<file path="src/rtl/pidfd_pkg.sv">
// Package for the filtered-derivative PID core: widths, register indexes,
// payload and stage structs. No dependencies.
`default_nettype none

package pidfd_pkg;

	localparam int SAMPLE_W   = 16;
	localparam int DEV_W      = 17;
	localparam int GAIN_W     = 24;
	localparam int POLE_W     = 16;
	localparam int ACC_W      = 32;
	localparam int PROD_W     = GAIN_W + DEV_W;
	localparam int CFG_IDX_W  = 8;
	localparam int CFG_DATA_W = 24;

	localparam logic [CFG_IDX_W-1:0] REG_PROP_GAIN  = 8'd0;
	localparam logic [CFG_IDX_W-1:0] REG_INTEG_GAIN = 8'd1;
	localparam logic [CFG_IDX_W-1:0] REG_DERIV_POLE = 8'd2;
	localparam logic [CFG_IDX_W-1:0] REG_DERIV_GAIN = 8'd3;

	typedef struct packed {
		logic signed [GAIN_W-1:0] prop;
		logic signed [GAIN_W-1:0] integ;
		logic        [POLE_W-1:0] pole;
		logic signed [GAIN_W-1:0] deriv;
	} gains_t;

	typedef struct packed {
		logic signed [SAMPLE_W-1:0] target;
		logic signed [SAMPLE_W-1:0] measured;
		logic                       restart;
	} sample_t;

	typedef struct packed {
		logic signed [PROD_W-1:0] prop_prod;
		logic signed [ACC_W-1:0]  deriv;
		logic signed [ACC_W-1:0]  integ;
		logic signed [DEV_W-1:0]  dev;
		logic                     clip;
	} stage_t;

endpackage

`default_nettype wire

</file>
<file path="src/rtl/pidfd_out.sv">
// Output stage: sums the terms, rounds half up and saturates to 16 bits.
// Uses pidfd_pkg.
`default_nettype none

module pidfd_out (
	input  wire pidfd_pkg::stage_t                 st,
	output logic signed [pidfd_pkg::SAMPLE_W-1:0] drive,
	output logic                                 clipped
);
	import pidfd_pkg::*;

	localparam int SUM_W = PROD_W + 2;
	localparam int Y_W   = SUM_W - 16;

	logic signed [SUM_W-1:0] sum;
	logic signed [SUM_W-1:0] rnd;
	logic signed [Y_W-1:0]   y;
	logic                    fits;

	assign sum = {{2{st.prop_prod[PROD_W-1]}}, st.prop_prod}
		+ {{(SUM_W-ACC_W){st.deriv[ACC_W-1]}}, st.deriv}
		+ {{(SUM_W-ACC_W){st.integ[ACC_W-1]}}, st.integ};
	assign rnd  = sum + SUM_W'(32768);
	assign y    = rnd[SUM_W-1:16];
	assign fits = (&y[Y_W-1:SAMPLE_W-1]) || !(|y[Y_W-1:SAMPLE_W-1]);

	always_comb begin
		if (fits) begin
			drive = y[SAMPLE_W-1:0];
		end else if (y[Y_W-1]) begin
			drive = {1'b1, {(SAMPLE_W-1){1'b0}}};
		end else begin
			drive = {1'b0, {(SAMPLE_W-1){1'b1}}};
		end
		clipped = st.clip | !fits;
	end

endmodule

`default_nettype wire

</file>
<file path="config.mk">
export PLATFORM = sky130hd
export DESIGN_NAME = pidfd_out
export DESIGN_NICKNAME = d
export VERILOG_FILES = /design/src/rtl/pidfd_pkg.sv /design/src/rtl/pidfd_out.sv
export SDC_FILE = /design/constraint.sdc
export NUM_CORES = 1
export LEC_CHECK = 0
export ABC_AREA = 1
export BUFFER_PORTS_ARGS = -buffer_cell sky130_fd_sc_hd__buf_2
export CORE_MARGIN = 8
export CORE_UTILIZATION = 55
export DETAILED_ROUTE_END_ITERATION = 7
export GPL_ROUTABILITY_DRIVEN = 0
export PLACE_DENSITY_LB_ADDON = 0.25
export SETUP_SLACK_MARGIN = 0.2
export SLEW_MARGIN = 30
export SYNTH_ARGS = -nofsm -noshare
export SYNTH_HDL_FRONTEND = slang
export SYNTH_SLANG_ARGS = --single-unit
</file>
<file path="constraint.sdc">
create_clock -name vclk -period 3.4
set_input_delay 0.17 -clock vclk [all_inputs]
set_output_delay 0.17 -clock vclk [all_outputs]
set_load 0.005 [all_outputs]
</file>
==> run summary <==
=====================================================================================================
Final-layout fill cell count ...........................................................          308
Ordered list of cells on the worst path ................................................ buf_8 > clkinvlp_4 > fa_1 > inv_1 > ha_4 > ha_4 > a21oi_2 > o21ai_0 > nand2_1 > nand2_1 > nor2_2 > nand3_2 > nand2_1 > nand2_2 > nor2_4 > nand2_2 > nor2_4 > nand2_4 > nand2_4 > clkbuf_16 > nand2_1 > buf_2
Vias in the first global route .........................................................        7,381
Period utilization .....................................................................         130%
Number of warning messages in the yosys log ............................................            0
Final hold viol count ..................................................................            0
Violated checks ........................................................................ design-rule violations, negative setup slack
Sw Ratio ...............................................................................        60.2%
Remaining antenna violation count after routing ........................................            0
Largest cells by area after synthesis .................................................. sky130_fd_sc_hd__nand2_1, sky130_fd_sc_hd__inv_1, sky130_fd_sc_hd__ha_1
Overall via count from detail_route ....................................................        8,200
Layout overhead on the synthesized area ................................................        62.0%
Initial antenna violation count ........................................................            1
Avg Inst Size Synth ....................................................................     5.60 um2
Layout cells sized above 1 .............................................................        44.7%
Fin worst setup slack ..................................................................     -1020 ps
Top-count cell post-synth .............................................................. sky130_fd_sc_hd__nand2_1
Worst path max stage delay .............................................................       600 ps
Cell Rows ..............................................................................           35
Cell area after layout .................................................................     8530 um2
Total wire length after detailed routing ...............................................    31,500 um
Combinational fraction of design power .................................................       100.0%
Initial core utilization ...............................................................        56.7%
Leading area contributor after synthesis ............................................... sky130_fd_sc_hd__nand2_1
Portion of total power attributed to sequential cells ..................................           0%
CP Data Required Time ..................................................................      3230 ps
Number of violations of the max-capacitance limit ......................................            0
Sequential standard cell area ..........................................................        0 um2
Syn Std Cell Area ......................................................................     5270 um2
Data arrival time of the worst path ....................................................      4250 ps
Hold_buf cts ...........................................................................            0
# diodes ...............................................................................            0
Count of distinct cell types in the synthesized netlist ................................           29
Detailed-router iteration count before antenna repair ..................................            8
Max_slew headroom ......................................................................        62.1%
Avg Vias per Cell ......................................................................         6.43
Multi-input gate area ..................................................................     5990 um2
Family with the most delay on the worst path ........................................... simple AND/OR/NAND/NOR gates
Maximum number of pins on one net before global-route repair ...........................           15
Synth Area in Simple Gates .............................................................        37.3%
Post-synthesis share of cell area spent on full adders, half adders and majority gates .        34.2%
Global routing usage summed across all routing layers ..................................        31.4%
Max VDD drop ...........................................................................     0.254 mV
Xor/xnor share of the synthesized area .................................................        2.49%
Total Power Consumption ................................................................    0.00439 W
Nature of the critical path endpoint ...................................................  output port
Static leakage .........................................................................      4.85 nW
Sequential-to-total area share from yosys stat .........................................           0%
Die Area ...............................................................................   13,000 um2
Power density over the cells ...........................................................   515 nW/um2
Run status ............................................................................. finished with violations
Buf/Inv on CP ..........................................................................            5
Maximum achievable frequency ...........................................................    0.226 GHz
Die height .............................................................................       114 um
Critical Path Source Type ..............................................................   input port
Iteration-0 DRC Markers ................................................................        2,089
Max FO, Critical Path ..................................................................            7
Compound-Gate Fraction of Synth Area ...................................................        5.35%
Worst setup path startpoint ............................................................       st[49]
Number of clock buffer instances in the layout .........................................            0
Slew at the pin closest to its max-slew limit ..........................................       566 ps
Main combinational cell family by area after synthesis ................................. simple AND/OR/NAND/NOR gates
Path category of the worst min-delay check .............................................    in -> out
Number of sequential cells .............................................................            0
Final core utilization .................................................................        91.9%
Hold Crit Start ........................................................................        st[0]
Horizontal extent of the die ...........................................................       114 um
First-pass GRT wire length .............................................................    33,900 um
Core area ..............................................................................     9280 um2
Worst-path cell with the longest stage delay ........................................... sky130_fd_sc_hd__fa_1
Fin nets ...............................................................................        1,391
Most common cell type on the critical path ............................................. sky130_fd_sc_hd__nand2_1
Pins over their slew limit .............................................................            0
Post-synthesis mux area share ..........................................................           0%
Overall overflow remaining after global route ..........................................            0
IO buf count ...........................................................................          123
Part of the total power dissipated in the clock network ................................           0%
Post-DP HPWL ...........................................................................    12,200 um
Number of instances in the synthesized netlist .........................................          941
Routed len/inst ........................................................................      24.7 um
Fraction of synthesized cell area taken by the top area cell type ......................        22.7%
Net switching power ....................................................................    0.00264 W
Tmin final .............................................................................      4420 ps
Net Count, Synth .......................................................................        1,184
Total setup violations reported at the end of the flow .................................           16
Number of remaining DRC errors .........................................................          474
Worst setup path class .................................................................    in -> out
Worst hold margin ......................................................................       656 ps
Most frequent cells after synthesis .................................................... sky130_fd_sc_hd__nand2_1, sky130_fd_sc_hd__inv_1, sky130_fd_sc_hd__ha_1
Number of top-level pins ...............................................................          140
Unrepaired setup endpoints after global routing ........................................          yes
Setup TNS ..............................................................................   -15,690 ps
Post-DP Area ...........................................................................     6490 um2
Internal power of the cells ............................................................    0.00175 W
=====================================================================================================
## metrics by stage
stage / std cells / setup WS, ps
final: 1275 / -1020
after global routing: 1275 / -1180
after CTS: 1267 / 31.5
after detailed placement: 1253 / -210
after global placement: 1253 / -207
after floorplan: 941 / 319
## power by group through the flow
stage	clock network, W	registers, W	logic [W]
floorplan	0	0	0.00153
global placement	0	0	0.00232
detailed placement	0	0	0.00235
CTS	0	0	0.00319
global route	0	0	0.00461
finish	0	0	0.00439
## final cells by class
class                      count  area share, %
timing repair buffer         206           15.5
multi-input combinational    658           70.2
inverter                     282           12.5
tap                          129           1.89
## per-layer routing
layer	wire, um	GRT usage (%)	up-vias
li1	-	-	3173
met1	9650	35.0	3524
met2	12600	53.8	1026
met3	5320	6.18	469
met4	3800	19.3	8
met5	156	0	-
## cell usage in the layout (no fill, tap or decap), types with 20 or more instances in the layout
cell / n
sky130_fd_sc_hd__inv_1: 260
sky130_fd_sc_hd__nand2_1: 234
sky130_fd_sc_hd__buf_2: 121
sky130_fd_sc_hd__buf_4: 73
sky130_fd_sc_hd__nand2_2: 69
sky130_fd_sc_hd__ha_4: 67
sky130_fd_sc_hd__fa_1: 38
sky130_fd_sc_hd__nor2_4: 31
sky130_fd_sc_hd__nor2_2: 29
sky130_fd_sc_hd__nor2_1: 27
sky130_fd_sc_hd__nand2_4: 26
sky130_fd_sc_hd__inv_2: 20
## cells by family after synthesis
family | after synthesis
AND/OR/NAND/NOR | 472
XOR/XNOR | 15
adder cells (fa/ha/maj) | 120
buffers and inverters | 284
AO/OA/AOI/OAI | 50
## final timing paths
check	cells after the start	to
min	4	clipped
max	22	drive[9]
## what timing repair did
item / CTS / global route
gates cloned: 1 / 1
pin swaps: 96 / 84
resized for setup: 231 / 126
endpoints found under the setup margin: 16 / 17
setup buffers: 13 / 7
Power figures use the tool's default switching activity.
